<file path="src/hw/rtl/smm_pkg.sv">
package smm_pkg;

  localparam int IDX_W      = 3;
  localparam int ELEM_W     = 16;
  localparam int MUL_W      = 32;
  localparam int SUM_W      = 48;
  localparam int SIZE_W     = 4;
  localparam int CMDQ_DEPTH = 4;
  localparam int CMDQ_PTR_W = 2;

  typedef logic [1:0] action_t;

  localparam action_t ACT_LOAD_A  = 2'd0;
  localparam action_t ACT_LOAD_B  = 2'd1;
  localparam action_t ACT_COMPUTE = 2'd2;

  typedef struct packed {
    action_t                  kind;
    logic [IDX_W-1:0]         row;
    logic [IDX_W-1:0]         col;
    logic signed [ELEM_W-1:0] data;
  } cmd_t;

endpackage

</file>
<file path="src/hw/rtl/square_matrix_multiply.sv">
// Square matrix multiply, C = A x B on signed Q8.8 elements, Q32.16 results.
// Input queue: drive action/row/col/element_value with push; a request is
// taken on a clock edge with push high and full low. Action 0 loads A, 1 loads
// B, 2 starts a compute; loads outside the store and action 3 are dropped.
// Output queue: while empty is low the oldest result is on out_row, out_col,
// product_value and last_of_matrix; pop high takes it.
// Config: matrix_size_we writes matrix_size (0 acts as 1, above MAX_SIZE acts
// as MAX_SIZE); write it only while the block is idle.
// Loads go through a four-entry command queue and are written one per cycle
// while no compute runs. A compute of size n walks every element of C through
// one multiplier: n reads of A and B, a multiply, an accumulate and an output
// step per element, one element at a time, set by the single read port of
// each element store. Requests keep queuing while the compute runs, and a
// stalled receiver holds the walk at the output register.
// Reset empties both queues and sets matrix_size to 8; the element stores
// keep whatever they held and must be loaded before use.
module square_matrix_multiply #(
  parameter int MAX_SIZE = 8
) (
  input  logic                              clk,
  input  logic                              rst,
  input  logic                              push,
  output logic                              full,
  input  logic [1:0]                        action,
  input  logic [smm_pkg::IDX_W-1:0]         row,
  input  logic [smm_pkg::IDX_W-1:0]         col,
  input  logic signed [smm_pkg::ELEM_W-1:0] element_value,
  output logic                              empty,
  input  logic                              pop,
  output logic [smm_pkg::IDX_W-1:0]         out_row,
  output logic [smm_pkg::IDX_W-1:0]         out_col,
  output logic signed [smm_pkg::SUM_W-1:0]  product_value,
  output logic                              last_of_matrix,
  input  logic                              matrix_size_we,
  input  logic [smm_pkg::SIZE_W-1:0]        matrix_size
);
  import smm_pkg::*;

  logic [SIZE_W-1:0] size_reg;
  logic              q_empty;
  logic              q_pop;
  cmd_t              q_cmd;

  always_ff @(posedge clk) begin
    if (rst) begin
      size_reg <= SIZE_W'(8);
    end else if (matrix_size_we) begin
      size_reg <= matrix_size;
    end
  end

  smm_front #(.MAX_SIZE(MAX_SIZE)) u_front (
    .clk           (clk),
    .rst           (rst),
    .push          (push),
    .full          (full),
    .action        (action),
    .row           (row),
    .col           (col),
    .element_value (element_value),
    .q_empty       (q_empty),
    .q_pop         (q_pop),
    .q_cmd         (q_cmd)
  );

  smm_back #(.MAX_SIZE(MAX_SIZE)) u_back (
    .clk            (clk),
    .rst            (rst),
    .matrix_size    (size_reg),
    .q_empty        (q_empty),
    .q_pop          (q_pop),
    .q_cmd          (q_cmd),
    .empty          (empty),
    .pop            (pop),
    .out_row        (out_row),
    .out_col        (out_col),
    .product_value  (product_value),
    .last_of_matrix (last_of_matrix)
  );

`ifndef SYNTH
  a_reset_empty: assert property (@(posedge clk) rst |=> empty)
    else $error("output not empty after reset");

  a_pop_nonempty: assert property (@(posedge clk) disable iff (rst) q_pop |-> !q_empty)
    else $error("command queue read while empty");

  a_last_diag: assert property (@(posedge clk) disable iff (rst)
    (!empty && last_of_matrix) |-> (out_row == out_col))
    else $error("last result not on the diagonal");
`endif

endmodule

</file>
<file path="src/hw/rtl/smm_front.sv">
module smm_front #(
  parameter int MAX_SIZE = 8
) (
  input  logic                         clk,
  input  logic                         rst,
  input  logic                         push,
  output logic                         full,
  input  smm_pkg::action_t             action,
  input  logic [smm_pkg::IDX_W-1:0]    row,
  input  logic [smm_pkg::IDX_W-1:0]    col,
  input  logic signed [smm_pkg::ELEM_W-1:0] element_value,
  output logic                         q_empty,
  input  logic                         q_pop,
  output smm_pkg::cmd_t                q_cmd
);
  import smm_pkg::*;

  cmd_t                  entries [CMDQ_DEPTH];
  logic [CMDQ_PTR_W-1:0] wr_ptr;
  logic [CMDQ_PTR_W-1:0] rd_ptr;
  logic [CMDQ_PTR_W:0]   count;
  logic                  accept;
  logic                  in_store;
  logic                  keep;
  logic                  wr;
  logic                  rd;

  assign full     = (count == (CMDQ_PTR_W+1)'(CMDQ_DEPTH));
  assign q_empty  = (count == '0);
  assign accept   = push && !full;
  // loads outside the store and unused actions are dropped here
  assign in_store = ({1'b0, row} < (IDX_W+1)'(MAX_SIZE)) &&
                    ({1'b0, col} < (IDX_W+1)'(MAX_SIZE));
  assign keep     = (action == ACT_COMPUTE) ||
                    (((action == ACT_LOAD_A) || (action == ACT_LOAD_B)) && in_store);
  assign wr       = accept && keep;
  assign rd       = q_pop && !q_empty;
  assign q_cmd    = entries[rd_ptr];

  always_ff @(posedge clk) begin
    if (wr) begin
      entries[wr_ptr] <= '{kind: action, row: row, col: col, data: element_value};
    end
  end

  always_ff @(posedge clk) begin
    if (rst) begin
      wr_ptr <= '0;
      rd_ptr <= '0;
      count  <= '0;
    end else begin
      if (wr) begin
        wr_ptr <= wr_ptr + 1'b1;
      end
      if (rd) begin
        rd_ptr <= rd_ptr + 1'b1;
      end
      unique case ({wr, rd})
        2'b10:   count <= count + 1'b1;
        2'b01:   count <= count - 1'b1;
        default: count <= count;
      endcase
    end
  end

endmodule

</file>
<file path="src/hw/rtl/smm_back.sv">
module smm_back #(
  parameter int MAX_SIZE = 8
) (
  input  logic                            clk,
  input  logic                            rst,
  input  logic [smm_pkg::SIZE_W-1:0]      matrix_size,
  input  logic                            q_empty,
  output logic                            q_pop,
  input  smm_pkg::cmd_t                   q_cmd,
  output logic                            empty,
  input  logic                            pop,
  output logic [smm_pkg::IDX_W-1:0]       out_row,
  output logic [smm_pkg::IDX_W-1:0]       out_col,
  output logic signed [smm_pkg::SUM_W-1:0] product_value,
  output logic                            last_of_matrix
);
  import smm_pkg::*;

  localparam int DEPTH  = MAX_SIZE * MAX_SIZE;
  localparam int ADDR_W = (MAX_SIZE > 1) ? $clog2(DEPTH) : 1;

  localparam logic [1:0] ST_IDLE = 2'd0;
  localparam logic [1:0] ST_RUN  = 2'd1;
  localparam logic [1:0] ST_EMIT = 2'd2;

  logic signed [ELEM_W-1:0] mem_a [DEPTH];
  logic signed [ELEM_W-1:0] mem_b [DEPTH];

  logic [1:0]               state;
  logic [IDX_W-1:0]         i;
  logic [IDX_W-1:0]         j;
  logic [IDX_W-1:0]         k;
  logic [SIZE_W-1:0]        n_cur;
  logic [SIZE_W-1:0]        size_eff;
  logic [IDX_W-1:0]         n_last;
  logic                     issuing;
  logic                     issue;
  logic                     s1_valid, s1_first, s1_last;
  logic                     s2_valid, s2_first, s2_last;
  logic signed [ELEM_W-1:0] a_rd;
  logic signed [ELEM_W-1:0] b_rd;
  logic signed [MUL_W-1:0]  prod;
  logic signed [SUM_W-1:0]  acc;
  logic                     out_valid;
  logic                     out_free;
  logic                     out_take;
  logic                     start;
  logic                     a_we;
  logic                     b_we;
  logic [5:0]               wa_full;
  logic [5:0]               ra_full;
  logic [5:0]               rb_full;
  logic [ADDR_W-1:0]        waddr;
  logic [ADDR_W-1:0]        ra;
  logic [ADDR_W-1:0]        rb;

  always_comb begin
    priority if (matrix_size == '0) begin
      size_eff = SIZE_W'(1);
    end else if (matrix_size > SIZE_W'(MAX_SIZE)) begin
      size_eff = SIZE_W'(MAX_SIZE);
    end else begin
      size_eff = matrix_size;
    end
  end

  assign n_last   = IDX_W'(n_cur - 1'b1);
  assign q_pop    = (state == ST_IDLE) && !q_empty;
  assign a_we     = q_pop && (q_cmd.kind == ACT_LOAD_A);
  assign b_we     = q_pop && (q_cmd.kind == ACT_LOAD_B);
  assign start    = q_pop && (q_cmd.kind == ACT_COMPUTE);
  assign issue    = (state == ST_RUN) && issuing;
  assign out_take = pop && out_valid;
  assign out_free = !out_valid || pop;

  assign wa_full = 6'(q_cmd.row) * 6'(MAX_SIZE) + 6'(q_cmd.col);
  assign ra_full = 6'(i) * 6'(MAX_SIZE) + 6'(k);
  assign rb_full = 6'(k) * 6'(MAX_SIZE) + 6'(j);
  assign waddr   = wa_full[ADDR_W-1:0];
  assign ra      = ra_full[ADDR_W-1:0];
  assign rb      = rb_full[ADDR_W-1:0];

  always_ff @(posedge clk) begin
    if (a_we) begin
      mem_a[waddr] <= q_cmd.data;
    end
    a_rd <= mem_a[ra];
  end

  always_ff @(posedge clk) begin
    if (b_we) begin
      mem_b[waddr] <= q_cmd.data;
    end
    b_rd <= mem_b[rb];
  end

  // multiply-accumulate datapath
  always_ff @(posedge clk) begin
    s1_first <= (k == '0);
    s1_last  <= (k == n_last);
    s2_first <= s1_first;
    s2_last  <= s1_last;
    prod     <= a_rd * b_rd;
    if (s2_valid) begin
      acc <= s2_first ? SUM_W'(prod) : acc + SUM_W'(prod);
    end
  end

  always_ff @(posedge clk) begin
    if (rst) begin
      state     <= ST_IDLE;
      issuing   <= 1'b0;
      s1_valid  <= 1'b0;
      s2_valid  <= 1'b0;
      out_valid <= 1'b0;
    end else begin
      s1_valid <= issue;
      s2_valid <= s1_valid;
      if (out_take && (state != ST_EMIT)) begin
        out_valid <= 1'b0;
      end
      unique case (state)
        ST_IDLE: begin
          if (start) begin
            n_cur   <= size_eff;
            i       <= '0;
            j       <= '0;
            k       <= '0;
            issuing <= 1'b1;
            state   <= ST_RUN;
          end
        end
        ST_RUN: begin
          if (issue) begin
            if (k == n_last) begin
              issuing <= 1'b0;
            end else begin
              k <= k + 1'b1;
            end
          end
          if (s2_valid && s2_last) begin
            state <= ST_EMIT;
          end
        end
        ST_EMIT: begin
          if (out_free) begin
            out_valid      <= 1'b1;
            out_row        <= i;
            out_col        <= j;
            product_value  <= acc;
            last_of_matrix <= (i == n_last) && (j == n_last);
            if ((i == n_last) && (j == n_last)) begin
              state <= ST_IDLE;
            end else begin
              if (j == n_last) begin
                j <= '0;
                i <= i + 1'b1;
              end else begin
                j <= j + 1'b1;
              end
              k       <= '0;
              issuing <= 1'b1;
              state   <= ST_RUN;
            end
          end
        end
        default: begin
          state <= ST_IDLE;
        end
      endcase
    end
  end

  assign empty = !out_valid;

endmodule

</file>
<file path="config.mk">
export PLATFORM = sky130hd
export DESIGN_NAME = square_matrix_multiply
export DESIGN_NICKNAME = d
export VERILOG_FILES = /design/src/hw/rtl/smm_pkg.sv /design/src/hw/rtl/square_matrix_multiply.sv /design/src/hw/rtl/smm_front.sv /design/src/hw/rtl/smm_back.sv
export SDC_FILE = /design/constraint.sdc
export NUM_CORES = 2
export LEC_CHECK = 0
export BUFFER_PORTS_ARGS = -buffer_cell sky130_fd_sc_hd__buf_2
export CAP_MARGIN = 15
export CELL_PAD_IN_SITES_DETAIL_PLACEMENT = 1
export CELL_PAD_IN_SITES_GLOBAL_PLACEMENT = 2
export CORE_ASPECT_RATIO = 0.5
export CORE_MARGIN = 4
export CORE_UTILIZATION = 50
export CTS_CLUSTER_DIAMETER = 120
export DETAILED_ROUTE_END_ITERATION = 8
export GPL_TIMING_DRIVEN = 0
export PLACE_DENSITY = 0.8
export SETUP_SLACK_MARGIN = 0.1
export SLEW_MARGIN = 20
export SYNTH_ARGS = -nofsm -noshare
export SYNTH_HDL_FRONTEND = slang
export SYNTH_HIERARCHICAL = 1
export SYNTH_SLANG_ARGS = --single-unit
</file>
<file path="constraint.sdc">
create_clock -name clk -period 8.1 [get_ports clk]
set_clock_uncertainty 0.15 [all_clocks]
set_input_delay 0.405 -clock clk [delete_from_list [all_inputs] [get_ports clk]]
set_output_delay 0.405 -clock clk [all_outputs]
set_load 0.1 [all_outputs]
</file>
# ---- After elaboration in Yosys (flattened, before gate mapping)
# Memory sizes are Yosys's and may differ from the RTL's. A register that Yosys moved wholly into a read port is not among the register bits.
# Index checks and enable logic that the tools add are counted.
dict set report word_totals {
  input_bits 33
  mem_count 3
  word_cells 137
  romBits 0
  latch_bits 0
  regBits 168
  out_inout_bits 57
  ram_bits 2144
}
dict set report op_classes {
  shifts 0
  n_addsub 12
  n_mul 1
  n_reduce_logical 35
  n_eq_ne 21
  order_cmp 1
  n_div 0
  bitwise 1
  n_mux 39
}
# name words width rd rd_clocked_by_memory_dff wr line
set memory_table {}
lappend memory_table {u_back.mem_a 64 16 1 1 1 smm_back.sv:26} ;# logic signed [ELEM_W-1:0] mem_a [DEPTH];
lappend memory_table {u_back.mem_b 64 16 1 1 1 smm_back.sv:27} ;# logic signed [ELEM_W-1:0] mem_b [DEPTH];
lappend memory_table {u_front.entries 4 24 1 1 1 smm_front.sv:18} ;# cmd_t entries [CMDQ_DEPTH];
# operator count
set ops {}
lappend ops {{48-bit by 32-bit adder with 48-bit output} 1}
lappend ops {{48-bit two-way mux} 1}
lappend ops {{3-bit two-way mux} 11}
lappend ops {{16-bit by 16-bit multiplier with 32-bit output} 1}
lappend ops {{6-bit by 3-bit adder with 6-bit output} 3}
lappend ops {{3-bit case mux with 2 select lines} 3}
lappend ops {{1-bit two-way mux} 16}
lappend ops {{3-bit by 1-bit adder with 3-bit output, second input constant} 4}
lappend ops {{1-bit logical AND} 12}
lappend ops {{6-bit AND reduction} 2}
lappend ops {{2-bit two-way mux} 5}
lappend ops {{2-bit != test, second input constant} 5}
lappend ops {{3-bit == test} 3}
lappend ops {{3-bit case mux with 3 select lines} 1}
lappend ops {{3-bit AND reduction} 3}
lappend ops {{2-bit by 1-bit == test with 1-bit output, second input constant} 4}
lappend ops {{2-bit == test, second input constant} 4}
lappend ops {{2-bit by 1-bit != test with 1-bit output, second input constant} 4}
lappend ops {{7-bit AND reduction} 1}
lappend ops {{2-bit zero test} 3}
lappend ops {{3-bit zero test} 2}
lappend ops {{2-bit case mux with 3 select lines} 1}
lappend ops {{3-bit by 1-bit subtractor with 3-bit output, second input constant} 2}
lappend ops {{5-bit AND reduction} 1}
lappend ops {{11 further kinds} 17}

# ---- Longest topological paths before layout
dict set report depth {
  word_depth 6
  mapped_depth 25
  depth_no_buf 24
}

# ---- Modules after synthesis
# Netlist, hierarchy kept.
# mod cells_per_inst instances seq_area_each_um2 area_per_inst_um2
set by_module_without_submodules {}
lappend by_module_without_submodules {smm_back 4922 1 66433.7 96523.8}
lappend by_module_without_submodules {smm_front 180 1 3062.9 4007.6}
lappend by_module_without_submodules {square_matrix_multiply 13 1 80.1 143.9}

# ---- Least setup slack after synthesis
# Ideal clock, no wire load.
dict set report synth_path {
  path_kind {register to register}
  start {register u_back.b_rd[7] (read register of u_back.mem_b)}
  end {register u_back.prod[31]}
  arrival_ns 5.743
  setup_time_ns 0.062
  required_ns 7.888
  path_buffers 1
  path_stages_with_launch 24
  setup_slack_ns 2.145
  path_cell_list {dfxtp_1 -> clkbuf_1 -> nand2_1 -> fa_1 -> inv_1 -> fa_1 -> inv_1 -> fa_1 -> inv_1 -> fa_1 -> fa_1 -> inv_1 -> fa_1 -> inv_1 -> ha_1 -> and3_1 -> a31oi_1 -> o21ai_0 -> a21oi_1 -> o211ai_1 -> nand2_1 -> o21ai_0 -> or4_1 -> nand3_1}
}
dict set report synth_between {
  elab_chain_cells 1
}
# element line
set synth_lines {}
lappend synth_lines {{from (decl)} smm_back.sv:41} ;# logic signed [ELEM_W-1:0] b_rd;
lappend synth_lines {{16-bit by 16-bit multiplier with 32-bit output} smm_back.sv:103} ;# prod <= a_rd * b_rd;
lappend synth_lines {{to (signal assigned)} smm_back.sv:103}
lappend synth_lines {{to (decl)} smm_back.sv:42} ;# logic signed [MUL_W-1:0] prod;
# No other way between the ends.
# A chain may end at the register's enable or synchronous reset.

# ---- Worst setup path in the final report
dict set report layout_path {
  start {register u_back.a_rd[7] (read register of u_back.mem_a)}
  end {register u_back.prod[31]}
}
dict set report layout_between {
  elab_chain_cells 1
}
# element line
set layout_lines {}
lappend layout_lines {{from (decl)} smm_back.sv:40} ;# logic signed [ELEM_W-1:0] a_rd;
lappend layout_lines {{16-bit by 16-bit multiplier with 32-bit output} smm_back.sv:103}
# No other way between the ends.

==> impl_metrics.json <==
{
  "die_area_um2": 209000,
  "synthDistinctLibCells": 84,
  "top_regs": "u_back/mem_a: 1024 flops, u_back/mem_b: 1024 flops, u_front/entries: 96 flops",
  "min_path_cells": 2,
  "cts_buffer_depth": 4,
  "clk_pin_slew_worst_paths_ns": 0.07,
  "cts_tree": "built",
  "finalSetupViolations": 0,
  "rsz0062_at_grt": "no",
  "place.gp.congestion": 0.868,
  "synth_nets": 5551,
  "grt-ovfl-total": 0,
  "startpoint_type": "flip-flop",
  "slowest_stage": "fa_1",
  "core_area_um2": 200000,
  "final_cell_area_um2": 114000,
  "path_max_fanout": 10,
  "start_util_pct": 50.3,
  "postCtsSetupRepairBufs": 0,
  "holdCritStartpoint": "element_value[6]",
  "syn_to_final_growth_pct": 13.2,
  "period_share_pct": 90.8,
  "yosys-top-cells-area": "edfxtp_1 67%, mux4_2 15%, fa_1 5.2%",
  "htreeDepth": 4,
  "worstHoldEndpoint": "u_front/entries[0][6]$_DFFE_PP_",
  "yosysWarnings": 6,
  "r2r_slack_ns": 0.75,
  "grtUsageTotal_pct": 26.2,
  "r2r_end": "u_back/prod[31]$_DFF_P_",
  "pin_count": 90,
  "cts.sinks": 2346,
  "first_iter_violations": 6763,
  "synth_seq_cells": 2346,
  "clk_latency_ns": 0.89,
  "wirelength_mm": 273,
  "grt_pass1_wl_mm": 397,
  "setup.worst_path.start": "u_back/a_rd[7]$_DFF_P_",
  "cts-resized-gates": 0,
  "arrival_ns": 7.94,
  "die_y_um": 325,
  "core.rowCount": 116,
  "max_freq_mhz": 136,
  "drv_slew": 0,
  "slowest_delay_ns": 0.59,
  "ant_nets": 0,
  "dr.pass1.iters": 5,
  "status": "finished, final reports clean",
  "fin_nets": 6039,
  "ys_seq_area_share_pct": 69.1,
  "syn_area_um2": 101000,
  "drc": 0,
  "maxSlewHeadroom_pct": 19.7,
  "worstRegToRegCells": 23,
  "finalHoldViolations": 0,
  "pre_cts_ws_ns": 0.755,
  "syn_inst": 5115,
  "yosysTopAreaCell": "edfxtp_1",
  "crit_chain": "clkbuf_1, nand2_1, fa_1, inv_1, fa_1, inv_1, fa_1, inv_1, fa_1, fa_1, inv_1, fa_1, inv_1, ha_1, and3_1, a31oi_1, o21ai_0, a21oi_1, o211ai_1, nand2_1, o21ai_0, or4_1, nand3_1",
  "dpl.hpwl_mm": 192,
  "wl_per_cell_um": 32.3,
  "grt_max_degree": 70,
  "worst_pin_slew_ns": 1.20,
  "numCtsBuffers": 208,
  "crit_top_cell": "fa_1",
  "timing.final.ws_setup_ns": 0.747,
  "max_cap_violations": 0,
  "avgSynthCellArea_um2": 19.7,
  "grt_antenna_before_repair": 22,
  "fin_util_pct": 56.9,
  "vias_per_cell": 6.18,
  "critical_path_class": "flip-flop to flip-flop",
  "io_buffer_count": 88,
  "num-fill-cells": 17400,
  "fin_crit_ns": 7.35,
  "async_flop_share_pct": 0,
  "synth_ff_type": "edfxtp_1",
  "synth_top_area_share_pct": 67.4,
  "vias": 52100,
  "drive_above_1_share_pct": 25.3,
  "synth-edff-count": 2259,
  "placed_cell_area_um2": 107000,
  "final.setup.tns_ns": 0,
  "r2r_start": "u_back/a_rd[7]$_DFF_P_",
  "cts-root-buf": "clkbuf_16",
  "die_x_um": 643,
  "grt_pass1_vias": 54800,
  "hold_path_class": "primary input to flip-flop",
  "endpoint_kind": "flip-flop",
  "crit_required_ns": 8.69
}
[routing by layer]
layer  track usage (%)  vias up  wire, µm
met5                 0        -        91
met1              36.2    27800    105000
met2              42.4     2647    132000
met4              8.08       12      9860
li1                  -    21100         -
met3              5.60      483     25700
[what timing repair did]
item	in CTS	in global routing
hold buffers	34	0
endpoints found under the setup margin	0	0
endpoints found under the hold margin	112	0
[worst max-delay path by stage]
stage	endpoint	slack, ns	cells past startpoint
after floorplan	u_back/prod[31]$_DFF_P_	2.14	23
after global placement	u_back/product_value[4]$_DFFE_PP_	-1.60	3
after detailed placement	u_back/prod[31]$_DFF_P_	0.76	23
after CTS	u_back/prod[31]$_DFF_P_	0.74	23
after global routing	u_back/prod[31]$_DFF_P_	0.39	23
final	u_back/prod[31]$_DFF_P_	0.75	23
[synthesized netlist by cell type, types with 12 or more instances]
library cell / number
a21o_1: 42
nor2b_1: 14
dfxtp_1: 87
nand2b_1: 18
fa_1: 264
nand4_1: 12
xor2_1: 27
clkbuf_1: 142
o21bai_1: 15
o21ai_0: 87
a21oi_1: 82
inv_1: 343
xnor2_1: 54
and2_1: 128
edfxtp_1: 2259
nand2_1: 215
nor3_1: 15
mux4_2: 686
buf_1: 22
nor2_1: 215
nand3_1: 29
ha_1: 139
buf_2: 54
[per-stage QoR]
stage,hold WS (ns),cells
2_1_floorplan,0.160,5115
3_3_place_gp,0.166,7858
3_5_place_dp,0.165,8013
4_1_cts,0.0981,8418
5_1_grt,0.122,8419
6_report,0.154,8438
[cell families after synthesis]
| kind of cell | Yosys count | synth area share [%] |
|---|---|---|
| buffers and inverters | 572 | 2.27 |
| XOR/XNOR | 81 | 0.705 |
| AND/OR/NAND/NOR | 704 | 3.32 |
| adder cells (fa/ha/maj) | 403 | 6.98 |
| multiplexers | 704 | 15.7 |
| flip-flops | 2346 | 69.1 |
| AO/OA/AOI/OAI | 305 | 1.92 |
[area by class of cell]
cell class | instances | area (µm²) | share of cell area [%]
diodes | 19 | 47.5 | 0.0417
clock inverters | 109 | 811 | 0.711
repair buffers | 278 | 3180 | 2.79
inverters | 343 | 1290 | 1.13
plain buffers | 229 | 1020 | 0.893
well taps | 2655 | 3320 | 2.91
clock buffers | 262 | 5560 | 4.88
flip-flops and latches | 2346 | 69600 | 61.0
multi-input cells | 2197 | 29200 | 25.6
[layout by cell type, fill, tap and decap left out, types with 86 or more instances in the layout]
master     instances
nand2_1          215
clkbuf_1         171
dfxtp_1           86
ha_1             139
edfxtp_1        2259
inv_1            343
and2_1           125
buf_2            144
fa_1             264
mux4_2           677
clkbuf_16        211
nor2_2           129
o21ai_0           87
nor2_1            87
[critical path: cells and delay by family, from the launching register on]
| family | cells | cell delay (ns) |
|---|---|---|
| adder cells (fa/ha/maj) | 7 | 3.37 |
| AO/OA/AOI/OAI | 5 | 1.34 |
| AND/OR/NAND/NOR | 5 | 1.05 |
| buffers and inverters | 6 | 0.83 |
| flip-flops | 1 | 0.57 |
Power is left out: the tool's default activity adds up to more than one toggle a clock period on the data nets, which glitch-free logic cannot reach.
